<file path="src/scf_pkg.sv">
// Package for the SPI command frame builder: frame types, CRC-8 constants
// and the byte-wise CRC update function. No dependencies.
package scf_pkg;

  localparam logic [7:0] CrcPoly   = 8'h1D;
  localparam logic [7:0] CrcInit   = 8'hFF;
  localparam logic [7:0] CrcXorOut = 8'hFF;
  localparam logic [7:0] CrcTopBit = 8'h80;

  localparam int FifoDepth = 2;
  localparam int PtrW      = (FifoDepth > 1) ? $clog2(FifoDepth) : 1;
  localparam int CntW      = $clog2(FifoDepth + 1);

  typedef enum logic [1:0] {
    BYTE_ADDR    = 2'd0,
    BYTE_DATA_HI = 2'd1,
    BYTE_DATA_LO = 2'd2,
    BYTE_CRC     = 2'd3
  } byte_sel_e;

  typedef struct packed {
    logic [7:0] addr_byte;
    logic [7:0] data_hi;
    logic [7:0] data_lo;
  } frame_body_t;

  typedef struct packed {
    logic        valid;
    frame_body_t body;
  } queue_head_t;

  function automatic logic [7:0] crc_update(input logic [7:0] crc, input logic [7:0] data);
    logic [7:0] c;
    c = crc ^ data;
    for (int b = 0; b < 8; b++) begin
      if ((c & CrcTopBit) != 8'h00) begin
        c = {c[6:0], 1'b0} ^ CrcPoly;
      end else begin
        c = {c[6:0], 1'b0};
      end
    end
    return c;
  endfunction

endpackage

</file>
<file path="src/scf_cmd_if.sv">
// Command channel carrying one register access per transfer.
// No dependencies.
interface scf_cmd_if;
  logic        valid;
  logic        ready;
  logic        is_read;
  logic [6:0]  reg_addr;
  logic [15:0] write_data;

  modport source (output valid, output is_read, output reg_addr, output write_data,
                  input ready);
  modport sink (input valid, input is_read, input reg_addr, input write_data,
                output ready);
endinterface

</file>
<file path="src/scf_byte_if.sv">
// Frame byte channel carrying one SPI frame byte per transfer.
// No dependencies.
interface scf_byte_if;
  logic       valid;
  logic       ready;
  logic [7:0] frame_byte;
  logic       last_byte;

  modport source (output valid, output frame_byte, output last_byte, input ready);
  modport sink (input valid, input frame_byte, input last_byte, output ready);
endinterface

</file>
<file path="src/scf_front.sv">
// Front end: accepts register accesses and builds the three frame body bytes.
// Depends on scf_pkg and scf_cmd_if.
module scf_front
  import scf_pkg::*;
(
  scf_cmd_if.sink     cmd_i,
  input  logic        full_i,
  output logic        push_o,
  output frame_body_t body_o
);

  logic [15:0] data;

  // A read sends zero data bytes whatever the write data holds.
  assign data             = cmd_i.is_read ? 16'h0000 : cmd_i.write_data;
  assign body_o.addr_byte = {cmd_i.reg_addr, cmd_i.is_read};
  assign body_o.data_hi   = data[15:8];
  assign body_o.data_lo   = data[7:0];

  assign cmd_i.ready = !full_i;
  assign push_o      = cmd_i.valid && !full_i;

endmodule

</file>
<file path="src/scf_fifo.sv">
// Short queue of frame bodies between the front and back ends.
// Depends on scf_pkg.
module scf_fifo
  import scf_pkg::*;
(
  input  logic        clk_i,
  input  logic        rst_ni,
  input  logic        push_i,
  input  frame_body_t push_data_i,
  output logic        full_o,
  input  logic        pop_i,
  output queue_head_t head_o
);

  frame_body_t     mem_q [FifoDepth];
  logic [PtrW-1:0] wr_ptr_q, wr_ptr_d;
  logic [PtrW-1:0] rd_ptr_q, rd_ptr_d;
  logic [CntW-1:0] count_q, count_d;
  logic            do_push, do_pop;

  assign full_o      = (count_q == CntW'(FifoDepth));
  assign head_o.valid = (count_q != '0);
  assign head_o.body  = mem_q[rd_ptr_q];

  assign do_push = push_i && !full_o;
  assign do_pop  = pop_i && head_o.valid;

  always_comb begin
    wr_ptr_d = wr_ptr_q;
    rd_ptr_d = rd_ptr_q;
    count_d  = count_q;
    if (do_push) begin
      wr_ptr_d = (wr_ptr_q == PtrW'(FifoDepth - 1)) ? '0 : wr_ptr_q + PtrW'(1);
    end
    if (do_pop) begin
      rd_ptr_d = (rd_ptr_q == PtrW'(FifoDepth - 1)) ? '0 : rd_ptr_q + PtrW'(1);
    end
    if (do_push && !do_pop) begin
      count_d = count_q + CntW'(1);
    end else if (!do_push && do_pop) begin
      count_d = count_q - CntW'(1);
    end
  end

  always_ff @(posedge clk_i or negedge rst_ni) begin
    if (!rst_ni) begin
      wr_ptr_q <= '0;
      rd_ptr_q <= '0;
      count_q  <= '0;
    end else begin
      wr_ptr_q <= wr_ptr_d;
      rd_ptr_q <= rd_ptr_d;
      count_q  <= count_d;
    end
  end

  always_ff @(posedge clk_i) begin
    if (do_push) begin
      mem_q[wr_ptr_q] <= push_data_i;
    end
  end

endmodule

</file>
<file path="src/scf_back.sv">
// Back end: serializes the queued frame body, runs the CRC-8 one byte per
// cycle unless stalled and appends the CRC byte. Depends on scf_pkg and scf_byte_if.
module scf_back
  import scf_pkg::*;
(
  input  logic        clk_i,
  input  logic        rst_ni,
  input  queue_head_t head_i,
  output logic        pop_o,
  scf_byte_if.source  frame_o
);

  byte_sel_e  sel_q, sel_d;
  logic [7:0] crc_q, crc_d;
  logic       out_valid_q, out_valid_d;
  logic [7:0] out_byte_q, out_byte_d;
  logic       out_last_q, out_last_d;
  logic       advance;
  logic [7:0] cur_byte;

  assign advance = head_i.valid && (!out_valid_q || frame_o.ready);
  assign pop_o   = advance && (sel_q == BYTE_CRC);

  always_comb begin
    case (sel_q)
      BYTE_ADDR:    cur_byte = head_i.body.addr_byte;
      BYTE_DATA_HI: cur_byte = head_i.body.data_hi;
      BYTE_DATA_LO: cur_byte = head_i.body.data_lo;
      BYTE_CRC:     cur_byte = crc_q ^ CrcXorOut;
      default:      cur_byte = 8'h00;
    endcase
  end

  always_comb begin
    sel_d       = sel_q;
    crc_d       = crc_q;
    out_valid_d = out_valid_q && !frame_o.ready;
    out_byte_d  = out_byte_q;
    out_last_d  = out_last_q;
    if (advance) begin
      out_valid_d = 1'b1;
      out_byte_d  = cur_byte;
      out_last_d  = (sel_q == BYTE_CRC);
      if (sel_q == BYTE_CRC) begin
        sel_d = BYTE_ADDR;
        crc_d = CrcInit;
      end else begin
        sel_d = byte_sel_e'(sel_q + 2'd1);
        crc_d = crc_update(crc_q, cur_byte);
      end
    end
  end

  always_ff @(posedge clk_i or negedge rst_ni) begin
    if (!rst_ni) begin
      sel_q       <= BYTE_ADDR;
      crc_q       <= CrcInit;
      out_valid_q <= 1'b0;
    end else begin
      sel_q       <= sel_d;
      crc_q       <= crc_d;
      out_valid_q <= out_valid_d;
    end
  end

  always_ff @(posedge clk_i) begin
    out_byte_q <= out_byte_d;
    out_last_q <= out_last_d;
  end

  assign frame_o.valid      = out_valid_q;
  assign frame_o.frame_byte = out_byte_q;
  assign frame_o.last_byte  = out_last_q;

endmodule

</file>
<file path="src/spi_command_frame_crc8_core.sv">
// The first frame byte passes the queue and then the output byte register.
// Throughput: one frame byte per cycle while the receiver is ready and a frame is
// queued, set by the output byte register of the back end; an access is four bytes.
// A two-entry queue lets the front accept while the back still sends bytes.
// Reset clears the queue, the byte position, the CRC and the output valid.
module spi_command_frame_crc8_core
  import scf_pkg::*;
(
  input  logic       clk_i,
  input  logic       rst_ni,
  scf_cmd_if.sink    cmd_i,
  scf_byte_if.source frame_o
);

  logic        push;
  logic        full;
  logic        pop;
  frame_body_t body;
  queue_head_t head;

  scf_front u_front (
    .cmd_i  (cmd_i),
    .full_i (full),
    .push_o (push),
    .body_o (body)
  );

  scf_fifo u_fifo (
    .clk_i       (clk_i),
    .rst_ni      (rst_ni),
    .push_i      (push),
    .push_data_i (body),
    .full_o      (full),
    .pop_i       (pop),
    .head_o      (head)
  );

  scf_back u_back (
    .clk_i   (clk_i),
    .rst_ni  (rst_ni),
    .head_i  (head),
    .pop_o   (pop),
    .frame_o (frame_o)
  );

endmodule
</file>
<file path="src/flat_wrapper.sv">
// flat-port wrapper written by rule: the top's interface ports become plain ports
module spi_command_frame_crc8_core_flat import scf_pkg::*;
  (clk_i, rst_ni, cmd_i_valid, cmd_i_is_read, cmd_i_reg_addr, cmd_i_write_data, cmd_i_ready, frame_o_valid, frame_o_frame_byte, frame_o_last_byte, frame_o_ready);
  scf_cmd_if cmd_i_i ();
  scf_byte_if frame_o_i ();
  input  logic clk_i;
  input  logic rst_ni;
  input wire logic [$bits(cmd_i_i.valid)-1:0] cmd_i_valid;
  input wire logic [$bits(cmd_i_i.is_read)-1:0] cmd_i_is_read;
  input wire logic [$bits(cmd_i_i.reg_addr)-1:0] cmd_i_reg_addr;
  input wire logic [$bits(cmd_i_i.write_data)-1:0] cmd_i_write_data;
  output wire logic [$bits(cmd_i_i.ready)-1:0] cmd_i_ready;
  output wire logic [$bits(frame_o_i.valid)-1:0] frame_o_valid;
  output wire logic [$bits(frame_o_i.frame_byte)-1:0] frame_o_frame_byte;
  output wire logic [$bits(frame_o_i.last_byte)-1:0] frame_o_last_byte;
  input wire logic [$bits(frame_o_i.ready)-1:0] frame_o_ready;
  assign cmd_i_i.valid = cmd_i_valid;
  assign cmd_i_i.is_read = cmd_i_is_read;
  assign cmd_i_i.reg_addr = cmd_i_reg_addr;
  assign cmd_i_i.write_data = cmd_i_write_data;
  assign cmd_i_ready = cmd_i_i.ready;
  assign frame_o_valid = frame_o_i.valid;
  assign frame_o_frame_byte = frame_o_i.frame_byte;
  assign frame_o_last_byte = frame_o_i.last_byte;
  assign frame_o_i.ready = frame_o_ready;
  spi_command_frame_crc8_core u_core (.clk_i(clk_i), .rst_ni(rst_ni), .cmd_i(cmd_i_i), .frame_o(frame_o_i));
endmodule
</file>
<file path="config.mk">
export PLATFORM = sky130hd
export DESIGN_NAME = spi_command_frame_crc8_core_flat
export DESIGN_NICKNAME = d
export VERILOG_FILES = /design/src/scf_pkg.sv /design/src/scf_cmd_if.sv /design/src/scf_byte_if.sv /design/src/scf_front.sv /design/src/scf_fifo.sv /design/src/scf_back.sv /design/src/spi_command_frame_crc8_core.sv /design/src/flat_wrapper.sv
export SDC_FILE = /design/constraint.sdc
export NUM_CORES = 1
export LEC_CHECK = 0
export BUFFER_PORTS_ARGS = -buffer_cell sky130_fd_sc_hd__buf_2
export CORE_MARGIN = 1.5
export CORE_UTILIZATION = 58
export DETAILED_ROUTE_END_ITERATION = 12
export HOLD_SLACK_MARGIN = 0.15
export PLACE_DENSITY = 0.85
export SLEW_MARGIN = 20
export SYNTH_ARGS = -nofsm -noshare
export SYNTH_HDL_FRONTEND = slang
export SYNTH_HIERARCHICAL = 1
export SYNTH_SLANG_ARGS = --single-unit
export TNS_END_PERCENT = 10
</file>
<file path="constraint.sdc">
create_clock -name clk_i -period 3.45 [get_ports clk_i]
set_clock_uncertainty 0.2 [all_clocks]
set_input_delay 0.8625 -clock clk_i [delete_from_list [all_inputs] [get_ports clk_i]]
set_output_delay 0.8625 -clock clk_i [all_outputs]
set_load 0.03 [all_outputs]
</file>
Word-level counts from Yosys, hierarchy flattened
Memories as Yosys holds them, arrays and structs flattened.
Cells that the tools add are included.
{"block": "totals", "register_bits": 24, "latchBits": 0, "mem_bits_rw": 48, "rom_bits": 0, "inputBits": 28, "out_inout_bits": 11, "word_cells": 78, "mem_count": 1}
{"block": "op_classes", "addsub": 5, "n_mul": 0, "div": 0, "n_lt_le_gt_ge": 0, "eq_ne": 4, "n_shift": 0, "mux": 33, "bitwise_logic": 10, "n_reduce_logical": 17}
{"memory": "u_core.u_fifo.mem_q", "words": 2, "word_bits": 24, "rd": 1, "rd_clocked_by_memory_dff": 0, "write_ports": 1, "line": "scf_fifo.sv:15", "text": "frame_body_t mem_q [FifoDepth];"}
{"op": "8-bit two-way mux", "count": 15}
{"op": "5-bit two-way mux", "count": 8}
{"op": "4-bit NOT", "count": 8}
{"op": "8-bit case mux with 4 select lines", "count": 1}
{"op": "16-bit two-way mux", "count": 1}
{"op": "1-bit logical AND", "count": 8}
{"op": "8-bit NOT", "count": 1}
{"op": "8-bit bitwise XOR", "count": 1}
{"op": "2-bit == test (second input constant)", "count": 3}
{"op": "2-bit two-way mux", "count": 3}
{"op": "1-bit logical NOT", "count": 5}
{"op": "1-bit two-way mux", "count": 5}
{"op": "2-bit by 1-bit adder with 2-bit output (second input constant)", "count": 2}
{"op": "2-bit nonzero test", "count": 2}
{"op": "1-bit adder (second input constant)", "count": 2}
{"op": "2-bit by 1-bit == test with 1-bit output (second input constant)", "count": 1}
{"op": "2-bit logical NOT", "count": 1}
{"op": "2-bit by 1-bit subtractor with 2-bit output (second input constant)", "count": 1}
{"op": "1-bit logical OR", "count": 1}

Logic depth before layout (Yosys ltp)
Gate-level depths: netlist of run 1.
{"block": "depth", "depth_word": 34, "depth_mapped": 11, "ltp_nobuf": 10}

Modules after synthesis
Netlist of run 1, hierarchy kept.
{"module": "scf_fifo", "n_inst": 1, "cells_per_inst": 94, "area_each_um2": 2034.5, "seq_area_each_um2": 1541.5}
{"module": "scf_back", "n_inst": 1, "cells_per_inst": 136, "area_each_um2": 1333.8, "seq_area_each_um2": 555.5}
{"module": "scf_front", "n_inst": 1, "cells_per_inst": 27, "area_each_um2": 214.0, "seq_area_each_um2": 0.0}

Worst setup path before layout of run 1
OpenSTA, ideal clock, no wires.
{"block": "synth_timing", "path_type": "reg2reg", "from": "reg u_core.u_fifo.rd_ptr_q", "to": "reg u_core.u_back.crc_q[4]", "setup_ns": 0.087, "arrival_ns": 2.824, "required_time_ns": 3.163, "setup_slack_ns": 0.339, "path_stages_with_launch": 12, "path_buffers": 2, "synth_period_minus_slack_ns": 3.111, "cell_sequence": "dfrtp_1 buf_6 buf_12 mux2_4 a22o_1 o31ai_4 xnor2_1 xor3_1 xnor3_2 xnor3_1 o21ai_1 a22oi_1"}
{"element": "from (decl)", "line": "scf_fifo.sv:17", "text": "logic [PtrW-1:0] rd_ptr_q, rd_ptr_d;"}
{"element": "from (signal assigned)", "line": "scf_fifo.sv:52", "text": "rd_ptr_q <= rd_ptr_d;"}
{"element": "to (signal assigned)", "line": "scf_back.sv:57", "text": "crc_q <= CrcInit;"}
{"element": "to (signal assigned)", "line": "scf_back.sv:61", "text": "crc_q <= crc_d;"}
{"element": "to (decl)", "line": "scf_back.sv:14", "text": "logic [7:0] crc_q, crc_d;"}

Final worst setup path of run 1
{"block": "layout_timing", "from": "reg u_core.u_back.sel_q[0]", "to": "reg u_core.u_back.crc_q[4]"}
{"block": "layout_between", "elab_chain_len": 27, "word_cells_on_any_way": 36, "classes_between": "3 x eq/ne; 24 x mux; 8 x bitwise; 1 x reduce/logical"}
{"element": "from (decl)", "line": "scf_back.sv:13", "text": "byte_sel_e sel_q, sel_d;"}
{"element": "from (signal assigned)", "line": "scf_back.sv:60", "text": "sel_q <= sel_d;"}
{"element": "2-bit == test (tied with other cells)", "line": "scf_back.sv:25, scf_back.sv:44"}
{"element": "8-bit case mux with 4 select lines", "line": "scf_back.sv:25", "text": "case (sel_q)"}
{"element": "8-bit bitwise XOR", "line": "scf_pkg.sv:34", "text": "c = crc ^ data;"}
{"element": "4-bit NOT (no source line)"}
{"element": "5-bit two-way mux", "line": "scf_pkg.sv:36", "text": "if ((c & CrcTopBit) != 8'h00) begin"}
{"element": "8-bit two-way mux", "line": "scf_back.sv:44", "text": "if (sel_q == BYTE_CRC) begin"}
{"element": "8-bit two-way mux", "line": "scf_back.sv:40", "text": "if (advance) begin"}
{"element": "4-bit NOT (no source line)"}
{"element": "(+11 left out)"}
{"element": "8-bit two-way mux (on tied branches)", "line": "scf_back.sv:40, scf_back.sv:44"}
{"element": "4-bit NOT (no source line) / 8-bit two-way mux (equally long branches)"}
{"element": "5-bit two-way mux", "line": "scf_pkg.sv:36"}
{"element": "8-bit two-way mux", "line": "scf_back.sv:44"}
{"element": "8-bit two-way mux", "line": "scf_back.sv:40"}
{"element": "4-bit NOT (no source line)"}
{"element": "5-bit two-way mux", "line": "scf_pkg.sv:36"}
{"element": "8-bit two-way mux *", "line": "scf_back.sv:44"}
Every way passes the cells marked *; elsewhere a longest branch is shown, timed or not. The select of a mux whose other input is x is not followed.
A chain may end at the register's enable or synchronous reset.

==> metrics.txt, run 1 <==
fin area=roughly 4000 um^2; Placeable Area=5956 um^2; layout cells sized above 1=0.3854; Synth Cell Area=about 3600 um^2; Chip Height=81.59 um; fill count=463; Hold WC Path Type=in2async; Max Root-Sink Buffers=2; Placed Area=~3800 um^2; Mapped Nets=between 200 and 300; placed cell count=between 300 and 400; vias in the first global route=1,912; post-DP HPWL=around 4000 um; first-pass GRT wire length=slightly above 9000 um; Post-CTS Setup Inserts=0; Async SR Flop Fraction=0.2083; Worst Setup End Kind=register; Site Rows=28; Fin Hold WS=roughly 210 ps; Tot GR Track Use=0.1930; crit path max-delay cell type=xnor3_2; gr ovfl total=0; initial antenna violation count=0; min Tclk post-route=roughly 3200 ps; sequential fraction of the synthesis area=0.5854; Worst-Margin Slew=around 620 ps; Non-Filler Instances=376; worst path required time=roughly 3500 ps; Final Wtd Congestion=~0.84; TritonCTS clock tree=done; Ports=39; DRT Pass-1 Iters=4; clk root buf=clkbuf_8; Synth Instances=257; Hold-fix buffers, CTS=0; final wirelength=roughly 5700 um; Port-buffer cells=38; synthesis-to-layout area growth=11.18%; fin crit share=0.9184; Die X-Extent=between 80 and 90 um; Avg Cell Area, Syn=approximately 14 um^2; EDFF count, synth=57; flop and latch count out of synthesis=between 70 and 80; Max-Cap Viols=0; Worst-Skew Late Latency=about 350 ps; CP Data Arrival Time=3240 ps; via-per-instance ratio=around 5.4; DRC viols=0; Final TNS setup=0 ps; nets@finish=between 300 and 400; reg2reg start=u_core/u_back/sel_q[0]; routed len/inst=15.16 um; Antenna Cells=0; worst reg-to-reg setup slack=between 200 and 300 ps; Routed Antenna Nets=0; starting density of the core=0.6015; Startpoint Class=register; initial drt markers=approximately 140; status=completed; Fin. Hold Viols=0; Largest stage delay, worst path=approximately 430 ps; number of H-tree levels=3; worst-path cell chain=inv_1 > ha_1 > a22o_1 > o31ai_4 > xnor2_1 > xor3_1 > xnor3_2 > xnor3_1 > o21ai_1 > a22oi_1; DIE AREA=6657 um^2; Reg-to-Reg End=u_core/u_back/crc_q[4]; largest net degree at the start of global routing=25; routed vias=2,038; Fmax achieved=315.6 MHz; CTS buffer count=9; clk sinks=72; setup violators final=0; RSZ-0062 raised after global routing=false; Slew Viols, Final=0; post-synth cell types=between 40 and 50; CP max FO=8; Setup CP Type=reg2reg; CTS clk-pin slew, worst paths=~80 ps; Slew Limit Headroom=0.5892; reg2reg path depth=10; Synth Warn #=6; Main synth FF type=edfxtp_1
[flip-flops by register name, summed over array words and instances (netlist names)]
name	cells
u_core/u_fifo/mem_q	48
u_core/u_back/crc_q	8
u_core/u_back/frame_o.frame_byte	8
u_core/u_back/sel_q	2
u_core/u_fifo/count_q	2
u_core/u_back/frame_o.last_byte	1
u_core/u_back/frame_o.valid	1
u_core/u_fifo/rd_ptr_q	1
u_core/u_fifo/wr_ptr_q	1
[worst max-delay path by stage]
stage | to | startpoint | cells past startpoint | slack [ps]
2_1_floorplan | u_core/u_back/crc_q[4] | u_core/u_fifo/rd_ptr_q | 11 | 340
3_3_place_gp | u_core/u_back/crc_q[4] | u_core/u_fifo/rd_ptr_q | 9 | 290
6_report | u_core/u_back/crc_q[4] | u_core/u_back/sel_q[0] | 10 | 280
4_1_cts | u_core/u_back/crc_q[4] | u_core/u_fifo/rd_ptr_q | 9 | 160
3_5_place_dp | u_core/u_back/crc_q[4] | u_core/u_fifo/rd_ptr_q | 9 | 180
5_1_grt | u_core/u_back/crc_q[4] | u_core/u_back/sel_q[0] | 10 | 120
[layout make-up]
class | instances | area (um^2) | share of cell area
clock inverters | 6 | 67.56 | 0.01697
multi-input cells | 152 | 1279 | 0.3211
clock buffers | 10 | 137.6 | 0.03456
inverters | 15 | 56.30 | 0.01414
repair buffers | 46 | 250.2 | 0.06283
well taps | 75 | 93.84 | 0.02356
flip-flops and latches | 72 | 2098 | 0.5269
[metal layers]
layer,vias up,routed length (um),track usage
li1,982,-,-
met1,974,2575,0.2637
met2,67,2676,0.2826
met3,15,305,0.04444
met4,0,142,0.1153
met5,-,0,0
[layout by cell type, fill, tap and decap left out, types with 2 or more instances in the layout]
master and count:
o21ai_0 9, mux2_2 5, a22oi_1 3, inv_1 14
nand2b_1 5, buf_4 8, nor3_1 5, a31o_2 2
nor2_1 7, o211ai_1 2, o21a_1 2, xnor2_1 15
buf_2 38, xor2_1 8, o22ai_1 2, nor2b_1 6
nand2_1 17, and2b_2 6, a21oi_1 6, dfstp_2 8
clkbuf_8 10, edfxtp_1 57, dfrtp_1 6, clkinvlp_4 2
a22o_1 4, mux2_4 19, ha_1 4, or3_1 2
nor2b_2 7
[logic make-up after synthesis]
kind of cell	share of synthesized area
AO/OA/AOI/OAI	0.07090
adder cells (fa/ha/maj)	0.01746
XOR/XNOR	0.07579
AND/OR/NAND/NOR	0.09606
flip-flops	0.5854
multiplexers	0.09535
buffers and inverters	0.05903
[critical path, delay by kind of cell (launching register included)]
kind                       cells  cell delay (ps)
DFF                            1              390
adders and majority gates      1              320
AOI/OAI and AO/OA              4              740
buffers and inverters          1              110
xor gates and xnor gates       4             1330
[per-stage QoR]
stage               worst slack, ps  utilization
CTS                           164.6       0.6681
global route                  120.0       0.6687
finish                        281.4       0.6687
global placement              288.7       0.6336
detailed placement            179.4       0.6336
floorplan                     339.3            -
[cells in the mapped netlist (2+ instances only)]
cell type	n	area [um^2]
nand2b_1	5	31.28
clkbuf_1	3	11.26
xor2_1	8	70.07
o21a_1	2	15.01
buf_12	2	40.04
mux2_2	5	56.30
edfxtp_1	57	1712
ha_1	5	62.56
nor2b_2	7	61.31
dfstp_2	8	210.2
nand2_1	17	63.81
dfrtp_1	7	175.2
buf_4	8	60.06
a22o_1	4	35.03
xnor2_1	15	131.4
o211ai_1	2	15.01
or3_1	2	12.51
mux2_4	19	285.3
and2b_2	6	52.55
buf_2	2	10.01
o22ai_1	2	12.51
nor2_1	8	30.03
a22oi_1	3	22.52
nor3_1	5	25.02
o21ai_0	9	45.04
inv_1	14	52.55
a31o_2	2	17.52
buf_6	3	33.78
nor2b_1	6	37.54
a21oi_1	6	30.03
[what timing repair did]
action | CTS | global route
gates resized for setup | 0 | 2
endpoints found under the hold margin | 0 | 0
endpoints found under the setup margin | 0 | 1
Power of run 1 is not shown: default switching activity piles up to over one toggle a cycle in this logic, so the estimate is an artifact.
==> run 2: changes to the inputs <==
--- a/config.mk
+++ b/config.mk
@@ -6,7 +6,7 @@
 export NUM_CORES = 1
 export LEC_CHECK = 0
 export BUFFER_PORTS_ARGS = -buffer_cell sky130_fd_sc_hd__buf_2
-export CORE_MARGIN = 1.5
+export CORE_MARGIN = 2
 export CORE_UTILIZATION = 58
 export DETAILED_ROUTE_END_ITERATION = 12
 export HOLD_SLACK_MARGIN = 0.15
==> metrics.txt, run 2 (same netlist as run 1, synthesis figures left out) <==
DRC viols=0 (unchanged); number of H-tree levels=3 (unchanged); worst path required time=3520 ps (about the same); setup violators final=0 (unchanged); Fin. Hold Viols=0 (unchanged); final core occ=0.6679 (was 0.6687); CP max FO=9 (was 8); largest net degree at the start of global routing=25 (unchanged); final wirelength=6091 um (was 5701 um); Max-Cap Viols=0 (unchanged); clk sinks=72 (unchanged); fin crit share=0.9315 (was 0.9184); initial drt markers=116 (was 139); Slew Limit Headroom=0.5764 (was 0.5892); vias in the first global route=2,021 (was 1,912); Routed Antenna Nets=0 (unchanged); synthesis-to-layout area growth=11.04% (was 11.18%); initial antenna violation count=0 (unchanged); Hold-fix buffers, CTS=0 (unchanged); Reg-to-Reg End=u_core/u_back/crc_q[4] (unchanged); Site Rows=28 (unchanged); Max Root-Sink Buffers=2 (unchanged); DIE AREA=6821 um^2 (was 6657 um^2); Hold WC Path Type=in2async (unchanged); layout cells sized above 1=0.3808 (was 0.3854); Worst-Skew Late Latency=350 ps (about the same); CP Data Arrival Time=3290 ps (was 3240 ps); post-DP HPWL=4248 um (was 4005 um); status=completed (unchanged); Final Wtd Congestion=0.8804 (was 0.8403); most frequent cells in the layout=57 x edfxtp_1, 38 x buf_2, 19 x mux2_4, 17 x nand2_1, 15 x xnor2_1 (unchanged); Setup CP Type=reg2reg (unchanged); reg2reg start=u_core/u_back/sel_q[0] (unchanged); min Tclk post-route=3214 ps (was 3169 ps); Die X-Extent=82.59 um (was 81.59 um); Final TNS setup=0 ps (unchanged); routed vias=2,073 (was 2,038); Chip Height=82.59 um (was 81.59 um); leading cell type in the layout, fill and taps excluded=edfxtp_1 (unchanged); reg2reg path depth=11 (was 10); via-per-instance ratio=5.499 (was 5.420); DRT Pass-1 Iters=4 (unchanged); CTS clk-pin slew, worst paths=80 ps (about the same); Worst-Margin Slew=634.6 ps (was 615.5 ps); gr ovfl total=0 (unchanged); Startpoint Class=register (unchanged); Placeable Area=5956 um^2 (unchanged); TritonCTS clock tree=done (unchanged); RSZ-0062 raised after global routing=false (unchanged); Fmax achieved=311.2 MHz (was 315.6 MHz); starting density of the core=0.6015 (unchanged); Worst Setup End Kind=register (unchanged); nets@finish=330 (was 329); Tot GR Track Use=0.1988 (was 0.1930); Biggest register=u_core/u_fifo/mem_q (unchanged); worst reg-to-reg setup slack=240 ps (was 280 ps); first-pass GRT wire length=9535 um (was 9087 um); max FFs per register=48 (unchanged); routed len/inst=16.16 um (was 15.16 um); Port-buffer cells=38 (unchanged); CTS buffer count=9 (unchanged); Antenna Cells=0 (unchanged); Post-CTS Setup Inserts=0 (unchanged); clk root buf=clkbuf_8 (unchanged); Slew Viols, Final=0 (unchanged); Ports=39 (unchanged)
==> run 2: final cells by class <==
type	instances	area (um^2)
Timing Repair Buffer	47	257.7
Fill cell	435	1978
Inverter	15	56.30
Multi-Input combinational cell	152	1276
Sequential cell	72	2098
Clock inverter	7	71.32
Clock buffer	9	123.9
Tap cell	75	93.84
==> run 2: stage by stage <==
stage	instance area [um^2]	std cells	hold slack, ps	setup slack (ps)
finish	3978	377	216.4	236.4
global route	3978	377	222.8	83.71
CTS	3976	377	218.8	134.7
detailed placement	3781	361	261.2	133.2
global placement	3781	361	258.6	266.9
floorplan	3582	257	242.3	339.3
==> run 2: metal layers <==
layer,share of wire,up-vias,wire [um],track usage
met5,0,-,0,0
met1,0.44,1002,2681,0.2452
met2,0.48,80,2896,0.3161
li1,-,980,-,-
met4,0.020,0,123,0.09180
met3,0.064,11,390,0.06848
==> run 2: worst max-delay path by stage <==
stage	start	to	slack [ps]	depth (start not counted)
2_1_floorplan	u_core/u_fifo/rd_ptr_q	u_core/u_back/crc_q[4]	340	11
3_3_place_gp	u_core/u_fifo/rd_ptr_q	u_core/u_back/crc_q[4]	270	10
3_5_place_dp	u_core/u_fifo/rd_ptr_q	u_core/u_back/crc_q[4]	130	10
4_1_cts	u_core/u_fifo/rd_ptr_q	u_core/u_back/crc_q[4]	130	10
5_1_grt	u_core/u_fifo/rd_ptr_q	u_core/u_back/crc_q[4]	80	10
6_report	u_core/u_back/sel_q[0]	u_core/u_back/crc_q[4]	240	11
==> run 2: critical path: stages (launching register included) <==
cell	delay, ps
dfrtp_1	390
inv_1	100
ha_1	350
buf_4	230
or3_1	370
o22ai_1	170
a31o_2	170
xor2_1	240
xnor3_2	310
xnor3_1	370
o21ai_1	130
a22oi_1	90
==> run 2: repair_timing <==
| item | 4_1_cts | 5_1_grt |
|---|---|---|
| gates resized for setup | 0 | 1 |
| hold endpoints to repair | 0 | 0 |
| setup endpoints to repair | 0 | 1 |
Power of run 2 is left out for the same reason.
==> run 3: changes to the inputs <==
--- a/config.mk
+++ b/config.mk
@@ -5,9 +5,10 @@
 export SDC_FILE = /design/constraint.sdc
 export NUM_CORES = 1
 export LEC_CHECK = 0
+export ABC_AREA = 1
 export BUFFER_PORTS_ARGS = -buffer_cell sky130_fd_sc_hd__buf_2
 export CORE_MARGIN = 2
-export CORE_UTILIZATION = 58
+export CORE_UTILIZATION = 59
 export DETAILED_ROUTE_END_ITERATION = 12
 export HOLD_SLACK_MARGIN = 0.15
 export PLACE_DENSITY = 0.85
==> metrics.txt, run 3 <==
status=completed (unchanged); EDFF count, synth=57 (unchanged); clk sinks=72 (unchanged); Yosys top cell area share=0.4173 (was 0.4778); sequential fraction of the synthesis area=0.5113 (was 0.5854); Fin. Hold Viols=0 (unchanged); Synth Warn #=6 (unchanged); Placed Area=4238 um^2 (was 3781 um^2); post-synth cell types=35 (was 45); Hold-fix buffers, CTS=0 (unchanged); DRT Pass-1 Iters=7 (was 4); worst path required time=3540 ps (was 3520 ps); Synth Instances=448 (was 257); Crit path top cell by count=nand2_1; initial antenna violation count=0 (unchanged); Fmax achieved=371.1 MHz (was 311.2 MHz); Main synth FF type=edfxtp_1 (unchanged); initial drt markers=228 (was 116); min Tclk post-route=2695 ps (was 3214 ps); crit path max-delay cell type=dfrtp_1 (unchanged); layout cells sized above 1=0.2922 (was 0.3808); placed cell count=550 (was 361); Avg Cell Area, Syn=9.155 um^2 (was 13.94 um^2); first-pass GRT wire length=12,840 um (was 9535 um); Setup CP Type=reg2reg (unchanged); Post-synth top cells=142 x nand2_1, 57 x edfxtp_1, 57 x inv_1, 35 x nand2_2, 28 x nand3_1 (was 57 x edfxtp_1, 19 x mux2_4, 17 x nand2_1, 15 x xnor2_1, 14 x inv_1); Non-Filler Instances=566 (was 377); Worst-Margin Slew=596.9 ps (was 634.6 ps); CP Data Arrival Time=2780 ps (was 3290 ps); Async SR Flop Fraction=0.2083 (unchanged); nets@finish=514 (was 330); Startpoint Class=register (unchanged); Levels on crit path=16 (was 11); CTS clk-pin slew, worst paths=80 ps (about the same); Largest stage delay, worst path=410 ps (was 390 ps); leading cell type in the layout, fill and taps excluded=nand2_1 (was edfxtp_1); fin crit share=0.7811 (was 0.9315); max FFs per register=48 (unchanged); Synth Cell Area=4101 um^2 (was 3582 um^2); synth top area cells=edfxtp_1 42%, nand2_1 13%, nand2_4 6.0%, nand2_2 5.3%, inv_1 5.2% (was edfxtp_1 48%, mux2_4 8.0%, dfstp_2 5.9%, dfrtp_1 4.9%, xnor2_1 3.7%); reg2reg path depth=16 (was 11); Slew Limit Headroom=0.5996 (was 0.5764); Final TNS setup=0 ps (unchanged); Antenna Cells=0 (unchanged); DRC viols=0 (unchanged); Site Rows=30 (was 28); Chip Height=87.38 um (was 82.59 um); setup violators final=0 (unchanged); Port-buffer cells=38 (unchanged); number of H-tree levels=3 (unchanged); vias in the first global route=2,878 (was 2,021); DIE AREA=7634 um^2 (was 6821 um^2); synthesis-to-layout area growth=8.725% (was 11.04%); TritonCTS clock tree=done (unchanged); largest net degree at the start of global routing=27 (was 25); CP delay by family, top=simple AND/OR/NAND/NOR gates (was XOR/XNOR gates); Worst-Skew Late Latency=350 ps (about the same); gr ovfl total=0 (unchanged); Yosys top cell by area=edfxtp_1 (unchanged); Final Wtd Congestion=0.9496 (was 0.8804); Biggest register=u_core/u_fifo/mem_q (unchanged); Mapped Nets=481 (was 290); CP max FO=18 (was 9); via-per-instance ratio=5.267 (was 5.499); Worst Setup End Kind=register (unchanged); starting density of the core=0.6070 (was 0.6015); routed vias=2,981 (was 2,073); Worst Path Buf+Inv=4 (was 2); most frequent cell after synthesis=nand2_1 (was edfxtp_1); clk root buf=clkbuf_8 (unchanged); Routed Antenna Nets=0 (unchanged); most frequent cells in the layout=142 x nand2_1, 57 x inv_1, 57 x edfxtp_1, 38 x buf_2, 35 x nand2_2 (was 57 x edfxtp_1, 38 x buf_2, 19 x mux2_4, 17 x nand2_1, 15 x xnor2_1); Max-Cap Viols=0 (unchanged); Die X-Extent=87.38 um (was 82.59 um); worst-path cell chain=inv_1 > ha_1 > inv_2 > or2_1 > nand2_1 > nand2_1 > nand2_1 > nand3_1 > nand2_1 > inv_1 > nand2_1 > nand2_2 > nand2_1 > nand3_1 > nand2_1 > inv_1 (was inv_1 > ha_1 > buf_4 > or3_1 > o22ai_1 > a31o_2 > xor2_1 > xnor3_2 > xnor3_1 > o21ai_1 > a22oi_1); Fin Hold WS=218.0 ps (was 216.4 ps); fin area=4459 um^2 (was 3978 um^2); post-DP HPWL=5350 um (was 4248 um); flop and latch count out of synthesis=72 (unchanged); Slew Viols, Final=0 (unchanged); Placeable Area=6756 um^2 (was 5956 um^2); Max Root-Sink Buffers=2 (unchanged); Post-CTS Setup Inserts=0 (unchanged); final wirelength=7864 um (was 6091 um); Ports=39 (unchanged); CTS resizes=0 (unchanged); RSZ-0062 raised after global routing=false (unchanged); Hold WC Path Type=in2async (unchanged); CTS buffer count=9 (unchanged); Tot GR Track Use=0.2222 (was 0.1988); routed len/inst=13.89 um (was 16.16 um)
## run 3: changes by cell type after synthesis, moves of 7 or more
cell,previous run,this run
mux2_4,19,0
xnor2_1,15,1
nand2_4,0,22
inv_1,14,57
nand2_2,1,35
nand3_1,1,28
nand2_1,17,142
nor2_1,8,18
nor2b_2,7,0
## run 3: path summary, 6_finish.rpt
kind	slack [ps]	endpoint	start
setup reg to reg	760	u_core/u_back/crc_q[4]	u_core/u_back/sel_q[0]
hold / removal	220	u_core/u_back/sel_q[1]	rst_ni
min in group clk_i	290	u_core/u_fifo/wr_ptr_q	u_core/u_fifo/wr_ptr_q
hold reg to reg	290	u_core/u_fifo/wr_ptr_q	u_core/u_fifo/wr_ptr_q
max in group asynchronous	2510	u_core/u_back/crc_q[7]	rst_ni
setup / recovery	760	u_core/u_back/crc_q[4]	u_core/u_back/sel_q[0]
## run 3: metal layers
metal,vias up,wire [um],global-route usage,part of all wire
met5,-,0,0,0
met1,1364,3288,0.2648,0.42
met3,20,500,0.06066,0.064
li1,1469,-,-,-
met4,0,163,0.1077,0.021
met2,128,3912,0.3705,0.50
## run 3: through the flow
| step | worst slack, ps | utilization |
|---|---|---|
| after CTS | 832.3 | 0.6600 |
| after global placement | 930.4 | 0.6272 |
| final | 755.1 | 0.6600 |
| after global routing | 548.0 | 0.6600 |
| after detailed placement | 804.2 | 0.6272 |
| after floorplan | 738.5 | - |
## run 3: cell families (layout without fill, tap and decap cells)
| group | count (synthesis) | in the layout | synth area share |
|---|---|---|---|
| buffers and inverters | 82 | 120 | 0.1031 |
| xor gates and xnor gates | 4 | 4 | 0.01037 |
| DFF | 72 | 72 | 0.5113 |
| adders and majority gates | 5 | 5 | 0.01525 |
| and+or+nand+nor | 264 | 264 | 0.3273 |
| AOI/OAI and AO/OA | 21 | 21 | 0.03264 |
## run 3: cell type report
type	instances	area, um^2
Clock inverter	6	93.84
Multi-Input combinational cell	294	1584
Fill cell	522	2297
Inverter	63	244.0
Tap cell	80	100.1
Clock buffer	10	127.6
Timing Repair Buffer	41	212.7
Sequential cell	72	2097
## run 3: worst reg2reg max path, delay by kind of cell, from the launching register on
family,cells,cell delay (ps)
buffers and inverters,4,420
DFF,1,410
and+or+nand+nor,11,1360
adders and majority gates,1,260
Power of run 3 is left out for the same reason.
